--- config.mk ---
export PLATFORM = sky130hd
export DESIGN_NAME = sms_submit_pdu_hex_encoder
export DESIGN_NICKNAME = d
export VERILOG_FILES = /design/src/sv/smsp_pkg.sv /design/src/sv/smsp_encode.sv /design/src/sv/smsp_serial.sv /design/src/sv/sms_submit_pdu_hex_encoder.sv
export SDC_FILE = /design/constraint.sdc
export NUM_CORES = 1
export LEC_CHECK = 0
export BUFFER_PORTS_ARGS = -buffer_cell sky130_fd_sc_hd__buf_2
export CORE_MARGIN = 4
export CORE_UTILIZATION = 35
export DETAILED_ROUTE_END_ITERATION = 6
export GPL_TIMING_DRIVEN = 0
export PLACE_DENSITY = 0.59
export SLEW_MARGIN = 15
export SYNTH_ARGS = -nofsm -noshare
export SYNTH_HDL_FRONTEND = slang
export SYNTH_SLANG_ARGS = --single-unit
--- constraint.sdc ---
create_clock -name aclk -period 4.6 [get_ports aclk]
set_input_delay 0.23 -clock aclk [delete_from_list [all_inputs] [get_ports aclk]]
set_output_delay 0.23 -clock aclk [all_outputs]
set_load 0.01 [all_outputs]
--- src/sv/smsp_pkg.sv ---
package smsp_pkg;

    // Most hex characters one input word can produce: header, digit pair, trailer.
    localparam int unsigned MAX_RESULTS = 20;
    localparam int unsigned CNT_W       = $clog2(MAX_RESULTS + 1);

    // Configuration register indexes.
    localparam logic CFG_ADDRESS_DIGITS = 1'b0;
    localparam logic CFG_MESSAGE_LENGTH = 1'b1;

    // Input kinds.
    localparam logic KIND_DIGIT   = 1'b0;
    localparam logic KIND_MESSAGE = 1'b1;

    // Pad character for an odd final digit.
    localparam logic [7:0] ASCII_F = 8'h46;

    typedef struct packed {
        logic       kind;
        logic [7:0] char_in;
        logic       last_of_kind;
    } in_word_t;

    typedef struct packed {
        logic [7:0] out_char;
        logic       run_last;
        logic       frame_end;
    } out_word_t;

    // Characters produced by one input word, first character in slot 0.
    typedef struct packed {
        logic [MAX_RESULTS-1:0][7:0] chars;
        logic [CNT_W-1:0]            count;
        logic                        frame_end;
    } job_t;

    // Uppercase hex digit in ASCII.
    function automatic logic [7:0] hex_char(input logic [3:0] nib);
        logic [7:0] c;
        if (nib < 4'd10) begin
            c = 8'h30 + {4'h0, nib};
        end else begin
            c = 8'h37 + {4'h0, nib};
        end
        return c;
    endfunction

endpackage

--- src/sv/smsp_encode.sv ---
module smsp_encode
    import smsp_pkg::*;
(
    input  logic       aclk,
    input  logic       aresetn,
    input  logic       fire,
    input  in_word_t   word,
    input  logic [4:0] address_digits,
    input  logic [7:0] message_length,
    output job_t       job
);

    logic [13:0] acc_reg, acc_next;
    logic [2:0]  pend_reg, pend_next;
    logic [7:0]  held_reg, held_next;
    logic        odd_reg, odd_next;
    logic        hdr_reg, hdr_next;
    logic        done_reg, done_next;

    // Frame state advances only when the word is handed to the serializer.
    always_ff @(posedge aclk) begin
        if (!aresetn) begin
            acc_reg  <= '0;
            pend_reg <= '0;
            held_reg <= '0;
            odd_reg  <= 1'b0;
            hdr_reg  <= 1'b0;
            done_reg <= 1'b0;
        end else if (fire) begin
            acc_reg  <= acc_next;
            pend_reg <= pend_next;
            held_reg <= held_next;
            odd_reg  <= odd_next;
            hdr_reg  <= hdr_next;
            done_reg <= done_next;
        end
    end

    // Build the character list for one word and the next frame state.
    always_comb begin
        logic [CNT_W-1:0] base;
        logic [13:0]      merged;
        logic [13:0]      shifted;
        logic             clear;

        job       = '0;
        acc_next  = acc_reg;
        pend_next = pend_reg;
        held_next = held_reg;
        odd_next  = odd_reg;
        hdr_next  = hdr_reg;
        done_next = done_reg;
        base      = '0;
        merged    = '0;
        shifted   = '0;
        clear     = 1'b0;

        if (word.kind == KIND_DIGIT) begin
            if (!done_reg) begin
                // Header goes out ahead of the first digit.
                if (!hdr_reg) begin
                    job.chars[0] = hex_char(4'h0);
                    job.chars[1] = hex_char(4'h0);
                    job.chars[2] = hex_char(4'h1);
                    job.chars[3] = hex_char(4'h1);
                    job.chars[4] = hex_char(4'h0);
                    job.chars[5] = hex_char(4'h0);
                    job.chars[6] = hex_char({3'b000, address_digits[4]});
                    job.chars[7] = hex_char(address_digits[3:0]);
                    job.chars[8] = hex_char(4'h9);
                    job.chars[9] = hex_char(4'h1);
                    base         = CNT_W'(10);
                    hdr_next     = 1'b1;
                end
                // Digits go out as swapped pairs; a lone final digit is padded.
                if (odd_reg) begin
                    job.chars[base]              = word.char_in;
                    job.chars[base + CNT_W'(1)]  = held_reg;
                    odd_next                     = 1'b0;
                    held_next                    = '0;
                    base                         = base + CNT_W'(2);
                end else if (word.last_of_kind) begin
                    job.chars[base]              = ASCII_F;
                    job.chars[base + CNT_W'(1)]  = word.char_in;
                    base                         = base + CNT_W'(2);
                end else begin
                    held_next = word.char_in;
                    odd_next  = 1'b1;
                end
                // Trailer with the user data length follows the last digit.
                if (word.last_of_kind) begin
                    job.chars[base]             = hex_char(4'h0);
                    job.chars[base + CNT_W'(1)] = hex_char(4'h0);
                    job.chars[base + CNT_W'(2)] = hex_char(4'h0);
                    job.chars[base + CNT_W'(3)] = hex_char(4'h0);
                    job.chars[base + CNT_W'(4)] = hex_char(4'h0);
                    job.chars[base + CNT_W'(5)] = hex_char(4'hB);
                    job.chars[base + CNT_W'(6)] = hex_char(message_length[7:4]);
                    job.chars[base + CNT_W'(7)] = hex_char(message_length[3:0]);
                    base                        = base + CNT_W'(8);
                    done_next                   = 1'b1;
                    if (message_length == 8'd0) begin
                        job.frame_end = 1'b1;
                        clear         = 1'b1;
                    end
                end
                job.count = base;
            end
        end else begin
            if (done_reg) begin
                // Septet packing: a full octet leaves whenever eight bits are held.
                merged = acc_reg | (14'({word.char_in[6:0]}) << pend_reg);
                if (pend_reg != 3'd0) begin
                    job.chars[0] = hex_char(merged[7:4]);
                    job.chars[1] = hex_char(merged[3:0]);
                    shifted      = {8'h00, merged[13:8]};
                    pend_next    = pend_reg - 3'd1;
                    base         = CNT_W'(2);
                end else begin
                    shifted   = merged;
                    pend_next = 3'd7;
                end
                acc_next = shifted;
                // The last character flushes the partial octet and ends the frame.
                if (word.last_of_kind) begin
                    if (pend_next != 3'd0) begin
                        job.chars[base]             = hex_char(shifted[7:4]);
                        job.chars[base + CNT_W'(1)] = hex_char(shifted[3:0]);
                        base                        = base + CNT_W'(2);
                    end
                    job.frame_end = 1'b1;
                    clear         = 1'b1;
                end
                job.count = base;
            end
        end

        if (clear) begin
            acc_next  = '0;
            pend_next = '0;
            held_next = '0;
            odd_next  = 1'b0;
            hdr_next  = 1'b0;
            done_next = 1'b0;
        end
    end

endmodule

--- src/sv/smsp_serial.sv ---
module smsp_serial
    import smsp_pkg::*;
(
    input  logic      aclk,
    input  logic      aresetn,
    input  logic      load,
    input  job_t      job,
    output logic      free,
    output logic      m_valid,
    input  logic      m_ready,
    output out_word_t m_data
);

    logic [MAX_RESULTS-1:0][7:0] chars_reg;
    logic [CNT_W-1:0]            remain_reg;
    logic                        fe_reg;
    logic                        take;

    assign take    = m_valid && m_ready;
    assign m_valid = remain_reg != '0;

    // A new list may load when nothing is left or the last word is leaving now.
    assign free = (remain_reg == '0) || ((remain_reg == CNT_W'(1)) && m_ready);

    assign m_data.out_char  = chars_reg[0];
    assign m_data.run_last  = remain_reg == CNT_W'(1);
    assign m_data.frame_end = (remain_reg == CNT_W'(1)) && fe_reg;

    // Count of words still to send.
    always_ff @(posedge aclk) begin
        if (!aresetn) begin
            remain_reg <= '0;
        end else if (load) begin
            remain_reg <= job.count;
        end else if (take) begin
            remain_reg <= remain_reg - CNT_W'(1);
        end
    end

    // Character shift line; slot 0 is always the word on the output.
    always_ff @(posedge aclk) begin
        if (load) begin
            chars_reg <= job.chars;
            fe_reg    <= job.frame_end;
        end else if (take) begin
            chars_reg <= {8'h00, chars_reg[MAX_RESULTS-1:1]};
        end
    end

    a_count_bound: assert property (@(posedge aclk) disable iff (!aresetn)
        remain_reg <= CNT_W'(MAX_RESULTS))
        else $error("serializer count above list size");

    a_hold_on_stall: assert property (@(posedge aclk) disable iff (!aresetn)
        (m_valid && !m_ready) |=> ($stable(remain_reg) && $stable(chars_reg[0])))
        else $error("serializer moved while stalled");

    a_load_only_free: assert property (@(posedge aclk) disable iff (!aresetn)
        load |-> free)
        else $error("serializer loaded while busy");

    a_drain_step: assert property (@(posedge aclk) disable iff (!aresetn)
        (take && !load) |=> (remain_reg == $past(remain_reg) - CNT_W'(1)))
        else $error("serializer count did not step on a taken word");

endmodule

--- src/sv/sms_submit_pdu_hex_encoder.sv ---
// Channel  Direction  Handshake          Payload
// s_       in         s_valid/s_ready    s_data  : kind, char_in, last_of_kind
// m_       out        m_valid/m_ready    m_data  : out_char, run_last, frame_end
// cfg_     in         cfg_wr_en          cfg_addr, cfg_wr_data (no ready)
//
// An input word is held in the input register and is then encoded in one pass; it
// yields 0 to 20 hex words, sent one per cycle from a shift line while m_ready is
// high.
// The next item is taken while the last word of the previous one leaves.
// aresetn is synchronous and active low; config registers keep values across frames.
// A stall on m_ready holds the output word and backs up into s_ready.
module sms_submit_pdu_hex_encoder
    import smsp_pkg::*;
(
    input  logic       aclk,
    input  logic       aresetn,
    input  logic       s_valid,
    output logic       s_ready,
    input  in_word_t   s_data,
    output logic       m_valid,
    input  logic       m_ready,
    output out_word_t  m_data,
    input  logic       cfg_wr_en,
    input  logic       cfg_addr,
    input  logic [7:0] cfg_wr_data
);

    logic       in_valid_reg;
    in_word_t   in_reg;
    logic [4:0] addr_digits_reg;
    logic [7:0] msg_len_reg;
    logic       ser_free;
    logic       load;
    job_t       job;

    // Configuration registers.
    always_ff @(posedge aclk) begin
        if (!aresetn) begin
            addr_digits_reg <= 5'd1;
            msg_len_reg     <= 8'd0;
        end else if (cfg_wr_en) begin
            unique case (cfg_addr)
                CFG_ADDRESS_DIGITS: addr_digits_reg <= cfg_wr_data[4:0];
                CFG_MESSAGE_LENGTH: msg_len_reg     <= cfg_wr_data;
                default: ;
            endcase
        end
    end

    // Input register; it hands its word on when the serializer frees up.
    assign load    = in_valid_reg && ser_free;
    assign s_ready = !in_valid_reg || load;

    always_ff @(posedge aclk) begin
        if (!aresetn) begin
            in_valid_reg <= 1'b0;
        end else if (s_ready) begin
            in_valid_reg <= s_valid;
        end
    end

    always_ff @(posedge aclk) begin
        if (s_valid && s_ready) begin
            in_reg <= s_data;
        end
    end

    smsp_encode u_encode (
        .aclk           (aclk),
        .aresetn        (aresetn),
        .fire           (load),
        .word           (in_reg),
        .address_digits (addr_digits_reg),
        .message_length (msg_len_reg),
        .job            (job)
    );

    smsp_serial u_serial (
        .aclk    (aclk),
        .aresetn (aresetn),
        .load    (load),
        .job     (job),
        .free    (ser_free),
        .m_valid (m_valid),
        .m_ready (m_ready),
        .m_data  (m_data)
    );

    a_frame_end_last: assert property (@(posedge aclk) disable iff (!aresetn)
        (m_valid && m_data.frame_end) |-> m_data.run_last)
        else $error("frame end on a word that is not the last of its item");

    a_ready_when_empty: assert property (@(posedge aclk) disable iff (!aresetn)
        (!in_valid_reg && !m_valid) |-> s_ready)
        else $error("input blocked while the block is empty");

    a_hold_input: assert property (@(posedge aclk) disable iff (!aresetn)
        (in_valid_reg && !load) |=> (in_valid_reg && $stable(in_reg)))
        else $error("pending input word lost");

endmodule
# --- Word level (Yosys, flattened, before mapping) ---
# Index checks and enable logic that the tools add are counted.
word_totals:
  reg_bits: 218
  out_inout_bits: 12
classes:
  addsub: 29
  order_cmp: 31
  n_eq_ne: 4
  shifts: 1
  mux: 119
  bitwise_logic: 23
  n_reduce_logical: 34
op_table:
  columns: ["op", "count"]
  rows:
  - ["160-bit 2-to-1 mux", 9]
  - ["160-bit bitwise mux", 7]
  - ["120-bit bitwise AND", 6]
  - ["120-bit inverter", 6]
  - ["166-bit 2-to-1 mux", 3]
  - ["8-bit demux with 5-bit select", 12]
  - ["8-bit 2-to-1 mux", 38]
  - ["40-bit bitwise OR", 6]
  - ["80-bit 2-to-1 mux", 2]
  - ["50-bit by 100-bit bitwise AND with 100-bit output", 1]
  - ["100-bit inverter", 1]
  - ["6-bit by 4-bit adder with 7-bit output, first input constant", 14]
  - ["14-bit 2-to-1 mux", 6]
  - ["78-bit 2-to-1 mux", 1]
  - ["5-bit by 6-bit < comparator with 1-bit output, second input constant", 12]
  - ["5-bit 2-to-1 mux", 13]
  - ["5-bit by 1-bit >= comparator with 1-bit output, second input constant", 12]
  - ["30-bit by 60-bit bitwise OR with 60-bit output", 1]
  - ["16-bit 2-to-1 mux", 3]
  - ["4-bit < comparator, second input constant", 7]
  - ["5-bit by 2-bit adder with 5-bit output, second input constant", 4]
  - ["5-bit by 3-bit adder with 5-bit output, second input constant", 4]
  - ["3-bit 2-to-1 mux", 6]
  - ["1-bit logical AND", 17]
  - ["other kinds (25)", 50]

# --- Logic depth before layout (Yosys ltp) ---
logic_depth:
  depth_word: 26
  depth_mapped: 16
  ltp_nobuf: 12

# --- Modules after synthesis ---
# From an unflattened synthesis, not the netlist that was laid out.
unflattened:
  hier_cells: 1252
  hier_area_um2: 12961.2
by_module_without_submodules:
  columns: ["mod", "instances", "cells_each", "area_each_um2", "seq_area_each_um2"]
  rows:
  - ["smsp_serial", 1, 391, 7106.8, 4934.7]
  - ["smsp_encode", 1, 791, 4999.8, 560.5]
  - ["sms_submit_pdu_hex_encoder", 1, 70, 854.6, 580.6]

# --- Worst setup path after synthesis ---
# Ideal clock, no wire load.
synth_timing:
  kind: "reg2reg"
  startpoint: "register u_serial.remain_reg[2]"
  endpoint: "register u_serial.remain_reg[3]"
  setup_time_ns: 0.131
  arrival_time_ns: 4.791
  slack_ns: -0.322
  path_stages_with_launch: 7
  n_path_buf: 0
  path_cell_list: "dfxtp_1 > nor3_1 > nand2_1 > mux2i_1 > inv_1 > o221ai_1 > o211a_1"
synth_rtl:
  columns: ["element", "line_no", "source"]
  rows:
  - ["start: declaration", "smsp_serial.sv:15", "logic [CNT_W-1:0] remain_reg;"]
  - ["start signal: assignment", "smsp_serial.sv:34", "remain_reg <= job.count;"]
  - ["start signal: assignment", "smsp_serial.sv:36", "remain_reg <= remain_reg - CNT_W'(1);"]
  - ["5-bit nonzero test", "smsp_serial.sv:20", "assign m_valid = remain_reg != '0;"]
  - ["net m_valid", "sms_submit_pdu_hex_encoder.sv:20", "output logic m_valid,"]
  - ["1-bit logical AND", "smsp_serial.sv:19", "assign take = m_valid && m_ready;"]
  - ["2-bit nonzero test (no line)", null, null]
# The timed path passes the listed nets, and every way through them passes these cells. The select of a mux whose other input is x is not followed.
# A chain may end at the register's enable or synchronous reset.

# --- Final worst setup path ---
layout_timing:
  startpoint: "register u_encode.hdr_reg"
  endpoint: "register u_serial.chars_reg[87] in the netlist's numbering (data pin)"
layout_via:
  elab_chain_cells: 26
layout_rtl:
  columns: ["element", "line_no", "source"]
  rows:
  - ["start: declaration", "smsp_encode.sv:17", "logic hdr_reg, hdr_next;"]
  - ["start signal: assignment", "smsp_encode.sv:34", "hdr_reg <= hdr_next;"]
  - ["4-bit 2-to-1 mux *", "smsp_encode.sv:61", "if (!hdr_reg) begin"]
  - ["5-bit 2-to-1 mux *", "smsp_encode.sv:59", "if (!done_reg) begin"]
  - ["5-bit 2-to-1 mux *", "smsp_encode.sv:58", "if (word.kind == KIND_DIGIT) begin"]
  - ["branches (longest 19 deep; another with 5-bit by 6-bit < comparator with 1-bit output)", null, null]
  - ["160-bit 2-to-1 mux *", "smsp_encode.sv:91", "if (word.last_of_kind) begin"]
  - ["166-bit 2-to-1 mux *", "smsp_encode.sv:59", null]
  - ["166-bit 2-to-1 mux *", "smsp_encode.sv:58", null]
  - ["160-bit 2-to-1 mux *", "smsp_serial.sv:42", "if (load) begin"]
  - ["end signal: assignment", "smsp_serial.sv:43", "chars_reg <= job.chars;"]
  - ["end signal: assignment", "smsp_serial.sv:46", "chars_reg <= {8'h00, chars_reg[MAX_RESULTS-1:1]};"]
  - ["end: declaration", "smsp_serial.sv:14", "logic [MAX_RESULTS-1:0][7:0] chars_reg;"]
# Every way passes the cells marked *. The select of a mux whose other input is x is not followed.

==> summary.md <==
| Metric | Value |
|---|---|
| Worst Setup Start Kind | `register` |
| Total number of vias | `9952` |
| Number of buffers on the longest clock path | `3` |
| Most frequent standard cell in the layout excluding fill and tap cells | `edfxtp_1` |
| Synthesis warning total | `0` |
| Worst skew pair latency | `0.57 ns` |
| Overall power | `8522 µW` |
| Top-level I/O count | `36` |
| Overflow left after global routing | `0` |
| Critical path class | `register to register` |
| Peak fanout along the critical path | `14` |
| Sequential area share after synthesis | `approximately half` |
| Data arrival at the endpoint of the critical path | `4.85 ns` |
| Hold Path Sink | `u_serial.remain_reg[4]` |
| Fraction of the mapped netlist area in compound gates | `22.56%` |
| Final hold slack | `0.08821 ns` |
| Leakage component of the power | `just under 0.005 µW` |
| Width of the chip | `189.0 µm` |
| Starting utilization of the core area | `35.35%` |
| Register bit count reported by yosys | `210` |
| Die Y | `189.0 µm` |
| Number of filler instances in the final layout | `roughly 3200` |
| GR met2 Demand/Resource | `between 30% and 40%` |
| Final Setup Violations | `0` |
| Unrepaired setup endpoints after global routing | `false` |
| Sum of routed wire length over all layers | `40310 µm` |
| Starting DRC count in detailed routing | `roughly 1200` |
| Pin count of the biggest net entering global routing | `37` |
| Origin of the critical flop-to-flop path | `u_encode.hdr_reg` |
| Portion of the clock cycle consumed by the worst path in the final layout | `97.34%` |
| Crit path launch | `u_encode.hdr_reg` |
| Share of the synthesized netlist area taken by xor and xnor gates | `0.6108%` |
| Setup slack on the worst flop-to-flop path | `0.12 ns` |
| Fin Clk Skew | `0.04175 ns` |
| Dpl hpwl | `28920 µm` |
| Total count of hold-check failures in the final report | `0` |
| Standard-cell rows | `66` |
| Adder-cell share of the synthesized area | `under 10%` |
| Library cell with the largest summed area after synthesis | `edfxtp_1` |
| Run status | `finished clean` |
| First-pass iteration count of the detailed router | `7` |
| Antenna violations before repair | `0` |
| Switching Share | `~36%` |
| Comb power frac | `34.6%` |
| Area of the die | `35730 µm²` |
| Number of slew-limit violations in the final report | `0` |
| Drt via density | `5.837` |
| DRC violation count after routing | `0` |
| Total power divided by cell area | `638.1 nW/µm²` |
| Post-synth EDFFs | `163` |
| Top achievable clock speed | `0.2233 GHz` |
| Path category of the worst min-delay check | `primary input to register` |
| Min-Delay Path Depth | `4` |
| Antenna viol nets, final | `0` |
| Fin nets | `1290` |
| Tightest Pin Transition | `around 1.1 ns` |
| Busiest grt layer | `met2` |
| Leading cell types in the layout, fill and taps excluded | `edfxtp_1 (163), nand2_1 (145), nor2_1 (94)` |
| Port buffer count | `33` |
| Worst voltage drop across the vdd grid | `between 0.4 and 0.5 mV` |
| First-pass GRT wire length | `between 60000 and 70000 µm` |
| TritonCTS clock tree | `done` |
| Crit end category | `register` |
| Sequential cell fraction of total power | `around two fifths` |
| TritonCTS buffer count | `24` |
| Count of H-tree levels built during CTS | `1` |
| Int Power | `5470 µW` |
| Number of distinct standard cells referenced by the synthesized netlist | `87` |
| Reg2Reg Capture Point | `u_serial.chars_reg[87]` |
| Area of the mapped netlist | `around 11000 µm²` |
| Clock slew at the register clock pins of the worst setup and hold paths | `approximately 0.06 ns` |
| Final Instance Count excl. Fillers | `1705` |
| Synth Flop Type | `edfxtp_1` |
| Vias in the first global route | `9533` |
| Post-synthesis mux area share | `2.487%` |
| Dominant cells by area after synthesis | `edfxtp_1 (43%), dfxtp_1 (8.2%), nand2_1 (4.7%)` |
| Gpl congestion | `0.9717` |
| Length in cells of the worst reg-to-reg path | `15` |
| Area fraction in and, or, nand and nor cells after synthesis | `16.85%` |
| Post-layout utilization of the core | `41.16%` |
| Layout overhead on the synthesized area | `16.44%` |
| Total routing usage reported by global routing | `22.21%` |
| Post-CTS setup-driven buffer insertion count | `0` |
| Total number of clock tree sinks | `210` |
| Placed insts | `1643` |
| Share of layout cells above drive strength 1 | `11.16%` |
| Post-layout minimum cycle time | `between 4 and 5 ns` |
| Clock network fraction of total power | `24.0%` |
| Root Buffer | `clkbuf_16` |
| Async set or reset register ratio after synthesis | `0%` |
| Global-route track usage on met3 | `5.070%` |
| Met1 routing resource usage after global routing | `a little under a third` |
| Count of max-cap constraint violations | `0` |
| Setup tns final | `0 ns` |
| Post-DR wirelength/cell | `23.64 µm` |
| Dominant combinational cell family by area after synthesis | `compound AO/OA/AOI/OAI gates` |
| CORE AREA | `32450 µm²` |
| Area share of the largest cell type after synthesis | `42.67%` |
| Number of flip-flops under the largest register name | `144` |
| Antenna Cells | `0` |
| Slew headroom | `between 20% and 30%` |
| Switching Power | `3053 µW` |
| Critical path required time | `4.98 ns` |
| Post-Synthesis Net Count | `1207` |
| Avg Inst Size Synth | `a little under 10 µm²` |
| Startpoint of the worst hold path | `m_ready` |
| Count of mapped cells out of synthesis | `1162` |
[per-stage QoR]
| step | instance area, µm² | setup WS [ns] |
|---|---|---|
| after floorplan | 11470 | 0.5042 |
| after global placement | 12190 | -0.7164 |
| after detailed placement | 12310 | -0.4781 |
| after CTS | 13350 | 0.1185 |
| after global routing | 13360 | 0.02497 |
| final | 13360 | 0.1226 |
[critical path, stage by stage (launching register included)]
cell	delay, ns
dfxtp_4	0.40
clkbuf_4	0.21
inv_1	0.11
buf_2	0.32
ha_1	0.31
clkbuf_1	0.40
nor2b_1	0.37
nor2_1	0.14
inv_1	0.15
ha_1	0.35
nand2b_1	0.11
a21oi_1	0.16
o21ai_0	0.37
nand2_1	0.20
nor3_1	0.43
a22o_1	0.27
[what timing repair did]
action,CTS,global route
cloned,0,0
resized for setup,6,5
hold buffers,19,0
hold endpoints to repair,24,0
pin swaps,0,1
setup endpoints to repair,34,13
[kinds of logic (layout without fill, tap and decap cells)]
group / count (synthesis) / after routing
buffers and inverters: 115 / 216
AO/OA/AOI/OAI: 380 / 380
AND/OR/NAND/NOR: 407 / 407
adder cells (fa/ha/maj): 21 / 21
flip-flops: 210 / 210
XOR/XNOR: 8 / 8
multiplexers: 21 / 21
[metal layers]
layer / up-vias / share of wire, %
met1: 4882 / 43
met2: 477 / 44
li1: 4500 / -
met4: 0 / 3.7
met3: 93 / 9.0
met5: - / 0
[synthesized netlist by cell type (all sizes together) (12+ instances only)]
master,n
edfxtp,163
nand2,145
o21ai,98
nor2,95
a21oi,80
clkbuf,60
dfxtp,47
nand3,31
a22o,28
inv,28
nor3,28
nor2b,27
buf,26
a21boi,24
a21o,23
and2,22
ha,21
a22oi,14
nand2b,14
o21a,12
[worst max-delay path by stage]
stage                              to  slack, ns  cells after the start
2_1_floorplan  u_serial.remain_reg[3]       0.50                      6
3_3_place_gp   u_serial.chars_reg[36]      -0.72                      4
3_5_place_dp       u_serial.m_data[3]      -0.48                     15
4_1_cts        u_serial.chars_reg[12]       0.12                     15
5_1_grt        u_serial.chars_reg[83]       0.02                     15
6_report       u_serial.chars_reg[87]       0.12                     15
[final cells by class]
| type | count | area [µm²] | share of cell area, % |
|---|---|---|---|
| clock inverter | 18 | 226.5 | 1.696 |
| clock buffer | 26 | 608.1 | 4.553 |
| sequential | 210 | 5839 | 43.72 |
| timing repair buffer | 58 | 462.9 | 3.466 |
| inverter | 29 | 112.6 | 0.8431 |
| tap | 442 | 553.0 | 4.140 |
| buffer | 85 | 389.1 | 2.913 |
| multi-input combinational | 837 | 5165 | 38.67 |
[power groups by stage]
| stage | sequential [µW] | clock (µW) | combinational, µW |
|---|---|---|---|
| floorplan | 3490 | 0 | 1870 |
| global placement | 3640 | 0 | 2730 |
| detailed placement | 3550 | 0 | 2880 |
| CTS | 3520 | 2070 | 2910 |
| global route | 3590 | 2160 | 3210 |
| finish | 3530 | 2050 | 2950 |
(Power assumes the default switching activity.)
